--- config.mk ---
export PLATFORM = sky130hd
export DESIGN_NAME = block_lace_size_parser
export DESIGN_NICKNAME = d
export VERILOG_FILES = /design/src/hdl/blsp_pkg.sv /design/src/hdl/blsp_front.sv /design/src/hdl/blsp_divider.sv /design/src/hdl/blsp_rsp_queue.sv /design/src/hdl/blsp_back.sv /design/src/hdl/block_lace_size_parser.sv
export VERILOG_INCLUDE_DIRS = /design/src /design/src/hdl
export SDC_FILE = /design/constraint.sdc
export NUM_CORES = 2
export LEC_CHECK = 0
export ABC_AREA = 1
export BUFFER_PORTS_ARGS = -buffer_cell sky130_fd_sc_hd__buf_2
export CAP_MARGIN = 0
export CORE_MARGIN = 1
export CORE_UTILIZATION = 60
export DETAILED_ROUTE_END_ITERATION = 10
export PLACE_DENSITY = 0.77
export SETUP_SLACK_MARGIN = 0.5
export SLEW_MARGIN = 20
export SYNTH_ARGS = -nofsm -noshare
export SYNTH_HDL_FRONTEND = slang
export SYNTH_SLANG_ARGS = --single-unit
--- constraint.sdc ---
create_clock -name clock -period 10.94 [get_ports clock]
set_input_delay 1.094 -clock clock [delete_from_list [all_inputs] [get_ports clock]]
set_output_delay 1.094 -clock clock [all_outputs]
set_load 0.005 [all_outputs]
--- src/hdl/block_lace_size_parser_assert.svh ---
// Assertion macros for the lace size parser.
// Used by blsp_back, the only module that carries concurrent checks; no other dependencies.
`ifndef BLOCK_LACE_SIZE_PARSER_ASSERT_SVH
`define BLOCK_LACE_SIZE_PARSER_ASSERT_SVH

// Same-cycle implication.
`define BLSP_ASSERT_IMPL(label, clk, rst, ante, cons, msg) \
   label: assert property (@(posedge clk) disable iff (rst) (ante) |-> (cons)) \
      else $error(msg);

// Next-cycle implication.
`define BLSP_ASSERT_NEXT(label, clk, rst, ante, cons, msg) \
   label: assert property (@(posedge clk) disable iff (rst) (ante) |=> (cons)) \
      else $error(msg);

`endif

--- src/hdl/blsp_pkg.sv ---
// Shared types, constants and helper functions of the lace size parser.
// No dependencies; used by every module of the block.
package blsp_pkg;

   // widest frame size handled and longest variable-length integer
   localparam int SIZE_WIDTH        = 32;
   localparam int MAX_INTEGER_BYTES = 8;

   localparam int ACC_W   = 7 * MAX_INTEGER_BYTES;
   localparam int EB_W    = ((ACC_W > SIZE_WIDTH) ? ACC_W : SIZE_WIDTH) + 2;
   localparam int TOTAL_W = 33;
   localparam int USED_W  = TOTAL_W + 1;
   localparam int SUM_W   = ((SIZE_WIDTH > TOTAL_W) ? SIZE_WIDTH : TOTAL_W) + 1;
   localparam int LEN_W   = 4;

   localparam logic [TOTAL_W-1:0] TOTAL_SAT = '1;

   // fixed lacing divider: 32-bit payload by count of 1..256
   localparam int DIV_W     = 32;
   localparam int DVS_W     = 9;
   localparam int DIV_CNT_W = $clog2(DIV_W);

   // queue depths (powers of two)
   localparam int IQ_DEPTH = 4;
   localparam int IQ_PTR_W = $clog2(IQ_DEPTH);
   localparam int IQ_CNT_W = $clog2(IQ_DEPTH + 1);
   localparam int RQ_DEPTH = 4;
   localparam int RQ_PTR_W = $clog2(RQ_DEPTH);
   localparam int RQ_CNT_W = $clog2(RQ_DEPTH + 1);

   // lacing modes
   localparam logic [1:0] LACE_NONE  = 2'd0;
   localparam logic [1:0] LACE_XIPH  = 2'd1;
   localparam logic [1:0] LACE_FIXED = 2'd2;
   localparam logic [1:0] LACE_EBML  = 2'd3;

   // error codes
   localparam logic [1:0] ERR_OK    = 2'd0;
   localparam logic [1:0] ERR_FIXED = 2'd1;
   localparam logic [1:0] ERR_RANGE = 2'd2;
   localparam logic [1:0] ERR_INT   = 2'd3;

   // item classes assigned by the front end
   localparam logic [2:0] KIND_BYTE        = 3'd0;
   localparam logic [2:0] KIND_NONE        = 3'd1;
   localparam logic [2:0] KIND_FIXED_EMPTY = 3'd2;
   localparam logic [2:0] KIND_FIXED       = 3'd3;
   localparam logic [2:0] KIND_SINGLE      = 3'd4;
   localparam logic [2:0] KIND_MULTI       = 3'd5;

   typedef struct packed {
      logic [2:0]  kind;
      logic [1:0]  lacing;
      logic [31:0] data_size;
      logic [7:0]  header_byte;
   } req_item_type;

   typedef struct packed {
      logic [31:0] frame_size;
      logic [7:0]  frame_index;
      logic [8:0]  repeat_count;
      logic        last;
      logic [1:0]  error;
   } rsp_item_type;

   typedef struct packed {
      logic             start;
      logic [DIV_W-1:0] dividend;
      logic [DVS_W-1:0] divisor;
   } div_req_type;

   typedef struct packed {
      logic             busy;
      logic             done;
      logic [DIV_W-1:0] quotient;
      logic [DVS_W-1:0] remainder;
   } div_stat_type;

   // length of a variable-length integer from its first byte (byte nonzero)
   function automatic logic [LEN_W-1:0] first_len(input logic [7:0] b);
      logic [LEN_W-1:0] len;
      len = LEN_W'(8);
      for (int i = 0; i < 8; i++) begin
         if (b[i]) len = LEN_W'(8 - i);
      end
      return len;
   endfunction

   function automatic rsp_item_type make_rsp(input logic [31:0] size,
                                             input logic [7:0]  idx,
                                             input logic [8:0]  rep,
                                             input logic        lst,
                                             input logic [1:0]  err);
      rsp_item_type r;
      r.frame_size   = size;
      r.frame_index  = idx;
      r.repeat_count = rep;
      r.last         = lst;
      r.error        = err;
      return r;
   endfunction

endpackage

--- src/hdl/blsp_front.sv ---
// Input queue of the lace size parser: accepts items and tags each with its class.
// Depends on blsp_pkg.
module blsp_front (
   input  logic                  clock,
   input  logic                  reset,
   input  logic                  push,
   output logic                  full,
   input  logic                  req_start_req,
   input  logic [1:0]            req_lacing,
   input  logic [31:0]           req_data_size,
   input  logic [7:0]            req_header_byte,
   output blsp_pkg::req_item_type head,
   output logic                  head_valid,
   input  logic                  pop
);

   blsp_pkg::req_item_type mem_ff [blsp_pkg::IQ_DEPTH];
   blsp_pkg::req_item_type item_in;

   logic [blsp_pkg::IQ_PTR_W-1:0] wr_ptr_ff, wr_ptr_in;
   logic [blsp_pkg::IQ_PTR_W-1:0] rd_ptr_ff, rd_ptr_in;
   logic [blsp_pkg::IQ_CNT_W-1:0] cnt_ff, cnt_in;
   logic                          do_push, do_pop;

   assign full       = (cnt_ff == blsp_pkg::IQ_CNT_W'(blsp_pkg::IQ_DEPTH));
   assign head_valid = (cnt_ff != '0);
   assign head       = mem_ff[rd_ptr_ff];
   assign do_push    = push && !full;
   assign do_pop     = pop && head_valid;

   // classification
   always_comb begin
      item_in.lacing      = req_lacing;
      item_in.data_size   = req_data_size;
      item_in.header_byte = req_header_byte;
      if (!req_start_req) begin
         item_in.kind = blsp_pkg::KIND_BYTE;
      end else if (req_lacing == blsp_pkg::LACE_NONE) begin
         item_in.kind = blsp_pkg::KIND_NONE;
      end else if (req_lacing == blsp_pkg::LACE_FIXED) begin
         item_in.kind = (req_data_size == 32'd0) ? blsp_pkg::KIND_FIXED_EMPTY
                                                 : blsp_pkg::KIND_FIXED;
      end else begin
         item_in.kind = (req_header_byte == 8'd0) ? blsp_pkg::KIND_SINGLE
                                                  : blsp_pkg::KIND_MULTI;
      end
   end

   always_comb begin
      wr_ptr_in = do_push ? wr_ptr_ff + 1'b1 : wr_ptr_ff;
      rd_ptr_in = do_pop ? rd_ptr_ff + 1'b1 : rd_ptr_ff;
      unique case ({do_push, do_pop})
         2'b10:   cnt_in = cnt_ff + 1'b1;
         2'b01:   cnt_in = cnt_ff - 1'b1;
         default: cnt_in = cnt_ff;
      endcase
   end

   always_ff @(posedge clock) begin
      if (do_push) mem_ff[wr_ptr_ff] <= item_in;
   end

   always_ff @(posedge clock) begin
      if (reset) begin
         wr_ptr_ff <= '0;
         rd_ptr_ff <= '0;
         cnt_ff    <= '0;
      end else begin
         wr_ptr_ff <= wr_ptr_in;
         rd_ptr_ff <= rd_ptr_in;
         cnt_ff    <= cnt_in;
      end
   end

endmodule

--- src/hdl/blsp_divider.sv ---
// Restoring divider for fixed lacing: one quotient bit per cycle.
// Depends on blsp_pkg.
module blsp_divider (
   input  logic                   clock,
   input  logic                   reset,
   input  blsp_pkg::div_req_type  req,
   output blsp_pkg::div_stat_type stat
);

   logic                            run_ff, run_in;
   logic                            done_ff, done_in;
   logic [blsp_pkg::DIV_CNT_W-1:0]  cnt_ff, cnt_in;
   logic [blsp_pkg::DIV_W-1:0]      quo_ff, quo_in;
   logic [blsp_pkg::DVS_W-1:0]      rem_ff, rem_in;
   logic [blsp_pkg::DVS_W-1:0]      dvs_ff, dvs_in;
   logic [blsp_pkg::DVS_W:0]        rem_shift;
   logic [blsp_pkg::DVS_W+1:0]      trial;

   assign rem_shift = {rem_ff, quo_ff[blsp_pkg::DIV_W-1]};
   assign trial     = {1'b0, rem_shift} - {2'b00, dvs_ff};

   always_comb begin
      run_in  = run_ff;
      done_in = done_ff;
      cnt_in  = cnt_ff;
      quo_in  = quo_ff;
      rem_in  = rem_ff;
      dvs_in  = dvs_ff;
      if (req.start) begin
         run_in  = 1'b1;
         done_in = 1'b0;
         cnt_in  = '0;
         quo_in  = req.dividend;
         rem_in  = '0;
         dvs_in  = req.divisor;
      end else if (run_ff) begin
         // negative trial: keep the shifted remainder, quotient bit 0
         if (trial[blsp_pkg::DVS_W+1]) begin
            rem_in = rem_shift[blsp_pkg::DVS_W-1:0];
         end else begin
            rem_in = trial[blsp_pkg::DVS_W-1:0];
         end
         quo_in = {quo_ff[blsp_pkg::DIV_W-2:0], ~trial[blsp_pkg::DVS_W+1]};
         cnt_in = cnt_ff + 1'b1;
         if (cnt_ff == blsp_pkg::DIV_CNT_W'(blsp_pkg::DIV_W - 1)) begin
            run_in  = 1'b0;
            done_in = 1'b1;
         end
      end
   end

   always_ff @(posedge clock) begin
      if (reset) begin
         run_ff  <= 1'b0;
         done_ff <= 1'b0;
         cnt_ff  <= '0;
      end else begin
         run_ff  <= run_in;
         done_ff <= done_in;
         cnt_ff  <= cnt_in;
      end
   end

   always_ff @(posedge clock) begin
      quo_ff <= quo_in;
      rem_ff <= rem_in;
      dvs_ff <= dvs_in;
   end

   assign stat.busy      = run_ff;
   assign stat.done      = done_ff;
   assign stat.quotient  = quo_ff;
   assign stat.remainder = rem_ff;

endmodule

--- src/hdl/blsp_rsp_queue.sv ---
// Result queue of the lace size parser, between the sequencer and the output ports.
// Depends on blsp_pkg.
module blsp_rsp_queue (
   input  logic                   clock,
   input  logic                   reset,
   input  logic                   wr,
   input  blsp_pkg::rsp_item_type wr_data,
   output logic                   wr_full,
   output logic                   empty,
   input  logic                   pop,
   output blsp_pkg::rsp_item_type head
);

   blsp_pkg::rsp_item_type mem_ff [blsp_pkg::RQ_DEPTH];

   logic [blsp_pkg::RQ_PTR_W-1:0] wr_ptr_ff, wr_ptr_in;
   logic [blsp_pkg::RQ_PTR_W-1:0] rd_ptr_ff, rd_ptr_in;
   logic [blsp_pkg::RQ_CNT_W-1:0] cnt_ff, cnt_in;
   logic                          do_wr, do_pop;

   assign wr_full = (cnt_ff == blsp_pkg::RQ_CNT_W'(blsp_pkg::RQ_DEPTH));
   assign empty   = (cnt_ff == '0);
   assign head    = mem_ff[rd_ptr_ff];
   assign do_wr   = wr && !wr_full;
   assign do_pop  = pop && !empty;

   always_comb begin
      wr_ptr_in = do_wr ? wr_ptr_ff + 1'b1 : wr_ptr_ff;
      rd_ptr_in = do_pop ? rd_ptr_ff + 1'b1 : rd_ptr_ff;
      unique case ({do_wr, do_pop})
         2'b10:   cnt_in = cnt_ff + 1'b1;
         2'b01:   cnt_in = cnt_ff - 1'b1;
         default: cnt_in = cnt_ff;
      endcase
   end

   always_ff @(posedge clock) begin
      if (do_wr) mem_ff[wr_ptr_ff] <= wr_data;
   end

   always_ff @(posedge clock) begin
      if (reset) begin
         wr_ptr_ff <= '0;
         rd_ptr_ff <= '0;
         cnt_ff    <= '0;
      end else begin
         wr_ptr_ff <= wr_ptr_in;
         rd_ptr_ff <= rd_ptr_in;
         cnt_ff    <= cnt_in;
      end
   end

endmodule

--- src/hdl/blsp_back.sv ---
// Lace parsing sequencer: block state, size arithmetic and result generation.
// Depends on blsp_pkg, blsp_divider status and block_lace_size_parser_assert.svh.
`include "block_lace_size_parser_assert.svh"

module blsp_back (
   input  logic                   clock,
   input  logic                   reset,
   input  blsp_pkg::req_item_type q_head,
   input  logic                   q_valid,
   output logic                   q_pop,
   output blsp_pkg::div_req_type  div_req,
   input  blsp_pkg::div_stat_type div_stat,
   output logic                   rsp_wr,
   output blsp_pkg::rsp_item_type rsp_data,
   input  logic                   rsp_full
);

   localparam int SW     = blsp_pkg::SIZE_WIDTH;
   localparam int ACC_W  = blsp_pkg::ACC_W;
   localparam int EB_W   = blsp_pkg::EB_W;
   localparam int TOT_W  = blsp_pkg::TOTAL_W;
   localparam int USED_W = blsp_pkg::USED_W;
   localparam int SUM_W  = blsp_pkg::SUM_W;
   localparam int LEN_W  = blsp_pkg::LEN_W;

   localparam logic [SW:0] XLIM = {1'b0, {SW{1'b1}}};
   localparam logic [SW:0] XSAT = {1'b1, {SW{1'b0}}};

   localparam logic [2:0] ST_IDLE     = 3'd0;
   localparam logic [2:0] ST_DIV      = 3'd1;
   localparam logic [2:0] ST_EB_SUB   = 3'd2;
   localparam logic [2:0] ST_EB_ADD   = 3'd3;
   localparam logic [2:0] ST_FRAME    = 3'd4;
   localparam logic [2:0] ST_LAST_SUM = 3'd5;
   localparam logic [2:0] ST_LAST_OUT = 3'd6;

   logic [2:0]        state_ff, state_in;
   logic              active_ff, active_in;
   logic [1:0]        mode_ff, mode_in;
   logic [7:0]        sizes_left_ff, sizes_left_in;
   logic [7:0]        next_index_ff, next_index_in;
   logic [31:0]       block_length_ff, block_length_in;
   logic [31:0]       header_length_ff, header_length_in;
   logic [SW:0]       xacc_ff, xacc_in;
   logic [ACC_W-1:0]  eacc_ff, eacc_in;
   logic [LEN_W-1:0]  ibl_ff, ibl_in;
   logic [LEN_W-1:0]  ilen_ff, ilen_in;
   logic [SW-1:0]     prev_ff, prev_in;
   logic [TOT_W-1:0]  total_ff, total_in;

   // datapath staging
   logic [SW-1:0]     size_ff, size_in;
   logic [EB_W-1:0]   delta_ff, delta_in;
   logic [USED_W-1:0] used_ff, used_in;
   logic [8:0]        count_ff, count_in;

   logic [7:0]        hb;
   logic [SW:0]       x_sum, x_sat;
   logic [LEN_W-1:0]  e_len, e_bl_next;
   logic              e_first, e_bad;
   logic [ACC_W-1:0]  e_acc_next;
   logic [5:0]        b_shift;
   logic [EB_W-1:0]   bias, base, e_sum;
   logic              e_range;
   logic [SUM_W-1:0]  t_sum;
   logic [TOT_W-1:0]  t_sat;
   logic [USED_W-1:0] l_diff;

   assign hb = q_head.header_byte;

   // xiph: running sum saturates one above the size limit
   assign x_sum = xacc_ff + (SW+1)'(hb);
   assign x_sat = (x_sum > XLIM) ? XSAT : x_sum;

   // ebml integer assembly
   assign e_first    = (ibl_ff == '0);
   assign e_len      = blsp_pkg::first_len(hb);
   assign e_bad      = e_first &&
                       ((hb == 8'd0) || (e_len > LEN_W'(blsp_pkg::MAX_INTEGER_BYTES)));
   assign e_acc_next = e_first ? ACC_W'(hb & (8'hFF >> e_len))
                               : {eacc_ff[ACC_W-9:0], hb};
   assign e_bl_next  = e_first ? e_len - 1'b1 : ibl_ff - 1'b1;

   // signed delta bias 2^(7*len-1)-1; first size is read unbiased
   assign b_shift = 6'(ilen_ff) * 6'd7 - 6'd1;
   assign bias    = (next_index_ff == 8'd0) ? '0 : (EB_W'(1) << b_shift) - EB_W'(1);
   assign base    = (next_index_ff == 8'd0) ? '0 : EB_W'(prev_ff);
   assign e_sum   = base + delta_ff;
   assign e_range = e_sum[EB_W-1] || (e_sum > EB_W'({SW{1'b1}}));

   assign t_sum = SUM_W'(total_ff) + SUM_W'(size_ff);
   assign t_sat = (t_sum > SUM_W'(blsp_pkg::TOTAL_SAT)) ? blsp_pkg::TOTAL_SAT
                                                        : TOT_W'(t_sum);

   assign l_diff = USED_W'(block_length_ff) - used_ff;

   always_comb begin
      state_in         = state_ff;
      active_in        = active_ff;
      mode_in          = mode_ff;
      sizes_left_in    = sizes_left_ff;
      next_index_in    = next_index_ff;
      block_length_in  = block_length_ff;
      header_length_in = header_length_ff;
      xacc_in          = xacc_ff;
      eacc_in          = eacc_ff;
      ibl_in           = ibl_ff;
      ilen_in          = ilen_ff;
      prev_in          = prev_ff;
      total_in         = total_ff;
      size_in          = size_ff;
      delta_in         = delta_ff;
      used_in          = used_ff;
      count_in         = count_ff;
      q_pop            = 1'b0;
      rsp_wr           = 1'b0;
      rsp_data         = blsp_pkg::make_rsp(32'd0, next_index_ff, 9'd1, 1'b1,
                                            blsp_pkg::ERR_OK);
      div_req          = '0;

      unique case (state_ff)
         ST_IDLE: begin
            if (q_valid && !rsp_full) begin
               q_pop = 1'b1;
               if (q_head.kind != blsp_pkg::KIND_BYTE) begin
                  // every start drops the block in progress
                  active_in        = 1'b0;
                  mode_in          = q_head.lacing;
                  sizes_left_in    = 8'd0;
                  next_index_in    = 8'd0;
                  block_length_in  = q_head.data_size;
                  header_length_in = 32'd1;
                  xacc_in          = '0;
                  eacc_in          = '0;
                  ibl_in           = '0;
                  ilen_in          = '0;
                  prev_in          = '0;
                  total_in         = '0;
               end
               unique case (q_head.kind)
                  blsp_pkg::KIND_NONE: begin
                     header_length_in = 32'd0;
                     rsp_wr   = 1'b1;
                     rsp_data = blsp_pkg::make_rsp(q_head.data_size, 8'd0, 9'd1, 1'b1,
                                                   blsp_pkg::ERR_OK);
                  end
                  blsp_pkg::KIND_FIXED_EMPTY: begin
                     rsp_wr   = 1'b1;
                     rsp_data = blsp_pkg::make_rsp(32'd0, 8'd0, 9'd1, 1'b1,
                                                   blsp_pkg::ERR_RANGE);
                  end
                  blsp_pkg::KIND_FIXED: begin
                     div_req.start    = 1'b1;
                     div_req.dividend = q_head.data_size - 32'd1;
                     div_req.divisor  = {1'b0, hb} + 9'd1;
                     count_in         = {1'b0, hb} + 9'd1;
                     state_in         = ST_DIV;
                  end
                  blsp_pkg::KIND_SINGLE: begin
                     state_in = ST_LAST_SUM;
                  end
                  blsp_pkg::KIND_MULTI: begin
                     sizes_left_in = hb;
                     active_in     = 1'b1;
                  end
                  blsp_pkg::KIND_BYTE: begin
                     if (active_ff) begin
                        if (header_length_ff != '1) begin
                           header_length_in = header_length_ff + 32'd1;
                        end
                        if (mode_ff == blsp_pkg::LACE_XIPH) begin
                           if (hb == 8'hFF) begin
                              xacc_in = x_sat;
                           end else if (x_sat[SW]) begin
                              active_in = 1'b0;
                              rsp_wr    = 1'b1;
                              rsp_data  = blsp_pkg::make_rsp(32'd0, next_index_ff, 9'd1,
                                                             1'b1, blsp_pkg::ERR_RANGE);
                           end else begin
                              size_in  = x_sat[SW-1:0];
                              xacc_in  = '0;
                              state_in = ST_FRAME;
                           end
                        end else begin
                           if (e_bad) begin
                              active_in = 1'b0;
                              rsp_wr    = 1'b1;
                              rsp_data  = blsp_pkg::make_rsp(32'd0, next_index_ff, 9'd1,
                                                             1'b1, blsp_pkg::ERR_INT);
                           end else begin
                              if (e_first) ilen_in = e_len;
                              ibl_in  = e_bl_next;
                              eacc_in = e_acc_next;
                              if (e_bl_next == '0) state_in = ST_EB_SUB;
                           end
                        end
                     end
                  end
                  default: ;
               endcase
            end
         end

         ST_DIV: begin
            if (div_stat.done && !rsp_full) begin
               rsp_wr = 1'b1;
               if (div_stat.remainder != '0) begin
                  rsp_data = blsp_pkg::make_rsp(32'd0, 8'd0, 9'd1, 1'b1,
                                                blsp_pkg::ERR_FIXED);
               end else begin
                  rsp_data = blsp_pkg::make_rsp(32'(div_stat.quotient), 8'd0, count_ff,
                                                1'b1, blsp_pkg::ERR_OK);
               end
               state_in = ST_IDLE;
            end
         end

         ST_EB_SUB: begin
            delta_in = EB_W'(eacc_ff) - bias;
            eacc_in  = '0;
            state_in = ST_EB_ADD;
         end

         ST_EB_ADD: begin
            if (e_range) begin
               if (!rsp_full) begin
                  active_in = 1'b0;
                  rsp_wr    = 1'b1;
                  rsp_data  = blsp_pkg::make_rsp(32'd0, next_index_ff, 9'd1, 1'b1,
                                                 blsp_pkg::ERR_RANGE);
                  state_in  = ST_IDLE;
               end
            end else begin
               size_in  = SW'(e_sum);
               state_in = ST_FRAME;
            end
         end

         ST_FRAME: begin
            if (!rsp_full) begin
               rsp_wr        = 1'b1;
               rsp_data      = blsp_pkg::make_rsp(32'(size_ff), next_index_ff, 9'd1, 1'b0,
                                                  blsp_pkg::ERR_OK);
               total_in      = t_sat;
               prev_in       = size_ff;
               next_index_in = next_index_ff + 8'd1;
               sizes_left_in = sizes_left_ff - 8'd1;
               state_in      = (sizes_left_ff == 8'd1) ? ST_LAST_SUM : ST_IDLE;
            end
         end

         ST_LAST_SUM: begin
            used_in  = USED_W'(header_length_ff) + USED_W'(total_ff);
            state_in = ST_LAST_OUT;
         end

         ST_LAST_OUT: begin
            if (!rsp_full) begin
               rsp_wr    = 1'b1;
               active_in = 1'b0;
               if (used_ff > USED_W'(block_length_ff)) begin
                  rsp_data = blsp_pkg::make_rsp(32'd0, next_index_ff, 9'd1, 1'b1,
                                                blsp_pkg::ERR_RANGE);
               end else begin
                  rsp_data = blsp_pkg::make_rsp(32'(l_diff), next_index_ff, 9'd1, 1'b1,
                                                blsp_pkg::ERR_OK);
               end
               state_in = ST_IDLE;
            end
         end

         default: state_in = ST_IDLE;
      endcase
   end

   always_ff @(posedge clock) begin
      if (reset) begin
         state_ff         <= ST_IDLE;
         active_ff        <= 1'b0;
         mode_ff          <= blsp_pkg::LACE_NONE;
         sizes_left_ff    <= 8'd0;
         next_index_ff    <= 8'd0;
         block_length_ff  <= 32'd0;
         header_length_ff <= 32'd0;
         xacc_ff          <= '0;
         eacc_ff          <= '0;
         ibl_ff           <= '0;
         ilen_ff          <= '0;
         prev_ff          <= '0;
         total_ff         <= '0;
      end else begin
         state_ff         <= state_in;
         active_ff        <= active_in;
         mode_ff          <= mode_in;
         sizes_left_ff    <= sizes_left_in;
         next_index_ff    <= next_index_in;
         block_length_ff  <= block_length_in;
         header_length_ff <= header_length_in;
         xacc_ff          <= xacc_in;
         eacc_ff          <= eacc_in;
         ibl_ff           <= ibl_in;
         ilen_ff          <= ilen_in;
         prev_ff          <= prev_in;
         total_ff         <= total_in;
      end
   end

   always_ff @(posedge clock) begin
      size_ff  <= size_in;
      delta_ff <= delta_in;
      used_ff  <= used_in;
      count_ff <= count_in;
   end

   `BLSP_ASSERT_IMPL(a_wr_room, clock, reset, rsp_wr, !rsp_full, "result write into full queue")
   `BLSP_ASSERT_IMPL(a_div_live, clock, reset, state_ff == ST_DIV, div_stat.busy || div_stat.done, "waiting on idle divider")
   `BLSP_ASSERT_IMPL(a_active_mode, clock, reset, active_ff, mode_ff == blsp_pkg::LACE_XIPH || mode_ff == blsp_pkg::LACE_EBML, "active block in wrong mode")
   `BLSP_ASSERT_IMPL(a_sizes_left, clock, reset, active_ff && state_ff == ST_IDLE, sizes_left_ff != 8'd0, "active block with no sizes left")
   `BLSP_ASSERT_NEXT(a_last_ends, clock, reset, state_ff == ST_LAST_OUT && !rsp_full, !active_ff && state_ff == ST_IDLE, "block did not end after last frame")

endmodule

--- src/hdl/block_lace_size_parser.sv ---
// Top level of the block lace size parser: input queue, sequencer, divider, result queue.
// Depends on blsp_pkg, blsp_front, blsp_back, blsp_divider and blsp_rsp_queue.
//
//  channel  | handshake            | payload
//  ---------+----------------------+-----------------------------------------------
//  request  | push / full          | req_start_req req_lacing req_data_size
//           |                      | req_header_byte
//  response | empty / pop          | rsp_frame_size rsp_frame_index rsp_repeat_count
//           |                      | rsp_last rsp_error
//
// The sequencer takes one queued item per cycle while no size completes and the result
// queue has room. A finished size goes via ST_FRAME (ebml: ST_EB_SUB, ST_EB_ADD first);
// a last frame adds ST_LAST_SUM, ST_LAST_OUT. A fixed start waits on the
// one-bit-per-cycle divider. Reset is synchronous, active high, and empties both queues.
// A full result queue stalls the sequencer only; up to four items still queue in.
module block_lace_size_parser (
   input  logic        clock,
   input  logic        reset,
   // request side
   input  logic        push,
   output logic        full,
   input  logic        req_start_req,
   input  logic [1:0]  req_lacing,
   input  logic [31:0] req_data_size,
   input  logic [7:0]  req_header_byte,
   // response side
   output logic        empty,
   input  logic        pop,
   output logic [31:0] rsp_frame_size,
   output logic [7:0]  rsp_frame_index,
   output logic [8:0]  rsp_repeat_count,
   output logic        rsp_last,
   output logic [1:0]  rsp_error
);

   blsp_pkg::req_item_type q_head;
   logic                   q_valid;
   logic                   q_pop;
   blsp_pkg::div_req_type  div_req;
   blsp_pkg::div_stat_type div_stat;
   logic                   rsp_wr;
   blsp_pkg::rsp_item_type rsp_data;
   logic                   rsp_full;
   blsp_pkg::rsp_item_type rsp_head;

   // front end: every item lands here, already tagged with its class
   blsp_front u_front (
      .clock           (clock),
      .reset           (reset),
      .push            (push),
      .full            (full),
      .req_start_req   (req_start_req),
      .req_lacing      (req_lacing),
      .req_data_size   (req_data_size),
      .req_header_byte (req_header_byte),
      .head            (q_head),
      .head_valid      (q_valid),
      .pop             (q_pop)
   );

   // fixed lacing split: payload / count with remainder check
   blsp_divider u_divider (
      .clock (clock),
      .reset (reset),
      .req   (div_req),
      .stat  (div_stat)
   );

   // sequencer: per-block state, size arithmetic, one result per cycle at most
   blsp_back u_back (
      .clock    (clock),
      .reset    (reset),
      .q_head   (q_head),
      .q_valid  (q_valid),
      .q_pop    (q_pop),
      .div_req  (div_req),
      .div_stat (div_stat),
      .rsp_wr   (rsp_wr),
      .rsp_data (rsp_data),
      .rsp_full (rsp_full)
   );

   // results wait here until popped
   blsp_rsp_queue u_rsp_queue (
      .clock   (clock),
      .reset   (reset),
      .wr      (rsp_wr),
      .wr_data (rsp_data),
      .wr_full (rsp_full),
      .empty   (empty),
      .pop     (pop),
      .head    (rsp_head)
   );

   assign rsp_frame_size   = rsp_head.frame_size;
   assign rsp_frame_index  = rsp_head.frame_index;
   assign rsp_repeat_count = rsp_head.repeat_count;
   assign rsp_last         = rsp_head.last;
   assign rsp_error        = rsp_head.error;

endmodule
# Word level (Yosys, flattened, before mapping)
# Memories as Yosys holds them, arrays and structs flattened. A register that Yosys moved wholly into a read port is not among the register bits.
# Index checks and enable logic that the tools add are counted.
# op_classes
muxes	142
n_eq_ne	41
shift	2
bitwise_logic	2
reduce_logical	45
n_addsub	25
multipliers	1
order_cmp	5
# op_table
operator	count
32-bit two-way mux	16
56-bit two-way mux	7
33-bit two-way mux	11
52-bit two-way mux	6
52-bit case mux with 5 select lines	1
32-bit case mux with 2 select lines	3
52-bit case mux with 3 select lines	1
42-bit two-way mux	3
56-bit case mux with 2 select lines	1
4-bit two-way mux	19
33-bit case mux with 2 select lines	1
58-bit adder	1
58-bit by 32-bit greater-than comparator with 1-bit output (second input constant)	1
58-bit two-way mux	1
1-bit by 6-bit << shifter with 58-bit output (first input constant)	1
56-bit by 58-bit subtractor with 58-bit output	1
58-bit by 1-bit subtractor with 58-bit output (second input constant)	1
8-bit by 56-bit AND with 56-bit output	1
8-bit by 4-bit >> shifter with 56-bit output (first input constant)	1
8-bit two-way mux	6
3-bit two-way mux	15
32-bit by 33-bit adder with 34-bit output	1
33-bit by 32-bit adder with 34-bit output	1
34-bit by 32-bit greater-than comparator with 1-bit output	1
60 further kinds	162
# word_totals
n_memories	2
out_inout_bits	54
regBits	452
elab_cells	294
ram_bits	388
# mem_list
memory	words	word_bits	read_ports	rd_clocked_by_memory_dff	wr	line_no	source
u_rsp_queue.mem_ff	4	52	1	1	1	blsp_rsp_queue.sv:14	blsp_pkg::rsp_item_type mem_ff [blsp_pkg::RQ_DEPTH];
u_front.mem_ff	4	45	1	1	1	blsp_front.sv:17	blsp_pkg::req_item_type mem_ff [blsp_pkg::IQ_DEPTH];

# Longest topological paths before layout
# depth
word_depth	19
ltp_mapped	40

# Hierarchy
# Synthesis repeated with hierarchy kept, for this count alone.
# hier_totals
cells_unflattened	7139
hier_area_um2	55066.6
# by_module_without_submodules
mod	area_per_inst_um2	n_inst	cells_each	seq_area_each_um2
blsp_back	36103.4	1	5680	8958.6
blsp_rsp_queue	8743.4	1	572	6426.2
blsp_front	7294.5	1	539	5585.4
blsp_divider	2925.3	1	348	1551.5

# Worst setup path before layout
# No wires, ideal clock.
# synth_path
path_kind	reg-to-reg
from	register (tool-made name)
to	register u_back.size_ff[0] (enable)
path_stages_with_launch	23
t_required_ns	10.508
arrival_ns	5.302
synth_period_minus_slack_ns	5.734
path_buffers	6
setup_time_ns	0.432
setup_slack_ns	5.206
cell_sequence	dfxtp_1 -> buf_4 -> buf_6 -> buf_2 -> buf_4 -> buf_2 -> nand2_1 -> a32oi_1 -> ha_1 -> inv_1 -> fa_1 -> inv_1 -> nand3_1 -> nand2_1 -> a21oi_1 -> o21ai_1 -> nand2_1 -> inv_1 -> nand3_1 -> nand2_1 -> clkbuf_1 -> a31oi_1 -> a21oi_1
# synth_rtl
item	line_no	source
to (signal assigned)	blsp_back.sv:309	size_ff <= size_in;
to (decl)	blsp_back.sv:52	logic [SW-1:0] size_ff, size_in;

# Final worst setup path
# layout_path
from	register u_back.ilen_ff[0]
to	register u_back.delta_ff[53], data pin
# layout_via
elab_chain_cells	6
# layout_rtl
item	line_no	source
from (decl)	blsp_back.sv:47	logic [LEN_W-1:0] ilen_ff, ilen_in;
from (signal assigned)	blsp_back.sv:302	ilen_ff <= ilen_in;
4-bit by 3-bit multiplier with 6-bit output	blsp_back.sv:85	assign b_shift = 6'(ilen_ff) * 6'd7 - 6'd1;
6-bit by 1-bit subtractor with 6-bit output	blsp_back.sv:85	
1-bit by 6-bit << shifter with 58-bit output	blsp_back.sv:86	assign bias = (next_index_ff == 8'd0) ? '0 : (EB_W'(1) << b_shift) - EB_W'(1);
58-bit by 1-bit subtractor with 58-bit output	blsp_back.sv:86	
58-bit two-way mux	blsp_back.sv:86	
56-bit by 58-bit subtractor with 58-bit output	blsp_back.sv:219	delta_in = EB_W'(eacc_ff) - bias;
to (signal assigned)	blsp_back.sv:310	delta_ff <= delta_in;
to (decl)	blsp_back.sv:53	logic [EB_W-1:0] delta_ff, delta_in;
# Every way passes these cells.
# A chain may end at the register's enable or synchronous reset.

==> impl_metrics.yaml <==
placed_design:
  io_buffers: 100
  place_hpwl_um: 135000
  gp_congestion: 1.05
  dpl_cell_area_mm2: 0.0549
sta:
  hold_viol: 0
  final.min_clock_period_ns: 7.32
  max_slew_margin_pct: 25.5
  fin_tns_setup_ns: 0
  finalSetupViolCount: 0
  tightest_slew_ns: 1.12
  fin_crit_sh_pct: 67.0
  slew_viol_final: 0
  max_freq_mhz: 137
  rsz0062_at_grt: "no"
  clock_skew_ns: 0.0684
critical_path:
  required_ns: 11.36
  crit_family: "simple AND/OR/NAND/NOR gates"
  criticalPathCategory: "reg -> reg"
  end_kind: "flip-flop"
  cp.arrival_ns: 7.75
  max_stage_delay_ns: 0.55
  crit_path_top_delay_cell: "xor2_4"
  ff2ff_path_depth: 31
  path_common_cell: "nand2_1"
  cp_num_buf_inv: 4
  critPathMaxFanout: 24
  cp.depth: 31
  startpoint_type: "flip-flop"
cells_and_area:
  nets: 7249
  drive_above_1_share_pct: 6.29
  area_growth_pct: 8.48
  final_area_mm2: 0.0580
  fillers: 7538
detailed_routing:
  wl_per_cell_um: 22.2
  vias_per_cell: 6.16
  dr.first_iter.drc_count: 6651
  vias: 50280
  first_pass_iters: 10
  drc: 0
  drt-total-wl_um: 181000
  ant_nets: 0
floorplan:
  fp-row-count: 109
  core_mm2: 0.0882
  die_h_um: 300
  ios: 101
  die_w_um: 300
  initial_core_util_pct: 60.6
  die_area_mm2: 0.0903
pwr:
  power_mw: 13.3
  vdd_drop_max_uv: 273
  cellPowerDensity_mw_per_mm2: 229
  p_leak_nw: 24.2
clock_network:
  htree_levels: 3
  clkSinkCount: 844
  hold_buffers: 0
  cts_root_buf: "clkbuf_16"
  cts_buffer_depth: 3
  post_cts.repair.setup_buffers: 0
  clkLatencyLatePin_ns: 0.70
  numCtsBuffers: 89
  cts_tree: "done"
  cts-resized-gates: 0
  clkSlewWorstSetupHoldPaths_ns: 0.06
synthesis:
  ys_types: 67
  ys_ff_latch: 844
  synth_area_leaders: "edfxtp_1 (32%), nand2_1 (11%), dfxtp_1 (11%), a21oi_1 (6.4%), ha_1 (6.3%)"
  yosysTopAreaCell: "edfxtp_1"
  ys.flop_type: "edfxtp_1"
  netlist_area_mm2: 0.0534
  yosys-top-cells-count: "nand2_1 (1542), inv_1 (844), nor2_1 (687)"
  synth_nets: 7243
  synth_edf_count: 562
  yosysMostFrequentCell: "nand2_1"
  synth_top_area_share_pct: 31.6
  ys_seq_area_share_pct: 42.1
  ys_warn_count: 0
  postSynthAreaPerCell_um2: 7.73
  syn-instance-count: 6916
  synthArstFlopShare_pct: 0
grt:
  grt_use_total_pct: 39.3
  grt_pass1_wl_um: 271000
  grt_pass1_vias: 45254
  antenna_found_initial: 6
  grt_max_degree: 105
  grt_overflow: 0
min_path:
  hold_path_depth: 2
  hp-class: "reg -> reg"
status:
  status: "finished, final reports clean"
run:
  max-cap-violations: 0
-- cell usage in the layout, fill, tap and decap left out, types with 36 or more instances in the layout --
master     count
nand2_1     1542
inv_1        835
nor2_1       677
a21oi_1      677
edfxtp_1     562
o21ai_0      472
nand3_1      322
dfxtp_1      279
ha_1         268
xor2_1       143
nor3_1       110
buf_2         99
clkbuf_16     89
nand4_1       84
xnor2_1       84
o22ai_1       83
buf_4         60
o211ai_1      59
a31oi_1       36
-- cells by family after synthesis --
group / Yosys count / share of synthesized area, %
flip-flops: 844 / 42.1
AND/OR/NAND/NOR: 2880 / 22.5
AO/OA/AOI/OAI: 1559 / 16.5
adder cells (fa/ha/maj): 280 / 6.73
multiplexers: 10 / 0.187
XOR/XNOR: 229 / 3.80
buffers and inverters: 1114 / 8.06
-- final cells by class --
| type | instances | area, um^2 | share of cell area [%] |
|---|---|---|---|
| tap | 1165 | 1460 | 2.51 |
| inverter | 868 | 3260 | 5.62 |
| sequential | 844 | 22500 | 38.9 |
| multi-input combinational | 4958 | 26700 | 46.1 |
| clock inverter | 61 | 716 | 1.23 |
| clock buffer | 103 | 2320 | 4.00 |
| timing repair buffer | 161 | 965 | 1.66 |
| antenna | 2 | 5.00 | 0.00863 |
-- worst paths after layout --
kind                     start             endpoint  slack [ns]
max          u_back.ilen_ff[0]  u_back.delta_ff[53]        3.62
max reg2reg  u_back.ilen_ff[0]  u_back.delta_ff[53]        3.62
min          u_back.mode_ff[0]    u_back.mode_ff[0]        0.45
min reg2reg  u_back.mode_ff[0]    u_back.mode_ff[0]        0.45
-- routing by layer --
layer | vias up | global-route usage [%] | wire [um]
li1 | 23475 | - | -
met3 | 319 | 6.93 | 20100
met1 | 23709 | 58.4 | 78400
met4 | 0 | 13.9 | 6360
met5 | - | 0 | 0
met2 | 2777 | 57.5 | 76500
-- per-stage QoR --
step	std cells	util, %	setup WS, ns	hold slack [ns]
after global placement	7995	62.2	3.91	0.440
after floorplan	6916	-	5.21	0.430
final	8162	65.7	3.62	0.454
after detailed placement	7995	62.2	3.74	0.444
after global routing	8162	65.7	2.91	0.489
after CTS	8159	65.7	3.68	0.454
-- worst reg2reg max path, delay by kind of cell, from the launching register on --
kind,cells,cell delay [ns]
simple gates,16,2.63
buf+inv,4,0.74
fa+ha+maj,4,1.45
compound gates,4,0.86
xor+xnor,3,0.89
flops,1,0.47
-- flip-flops by register name, summed over array words and instances, names as in the netlist, 33 cells and up, named ones only --
| register | flops |
|---|---|
| u_back.delta_ff | 58 |
| u_rsp_queue.mem_ff | 208 |
| u_front.mem_ff | 180 |
| u_back.used_ff | 34 |
| u_back.total_ff | 33 |
| u_back.eacc_ff | 56 |
| u_back.xacc_ff | 33 |
-- where the power goes --
part	switching [mW]	internal, mW
Combinational	4.23	1.63
Clock	1.40	1.77
Sequential	0.217	4.02
Total	5.84	7.42
(Power assumes the default switching activity.)
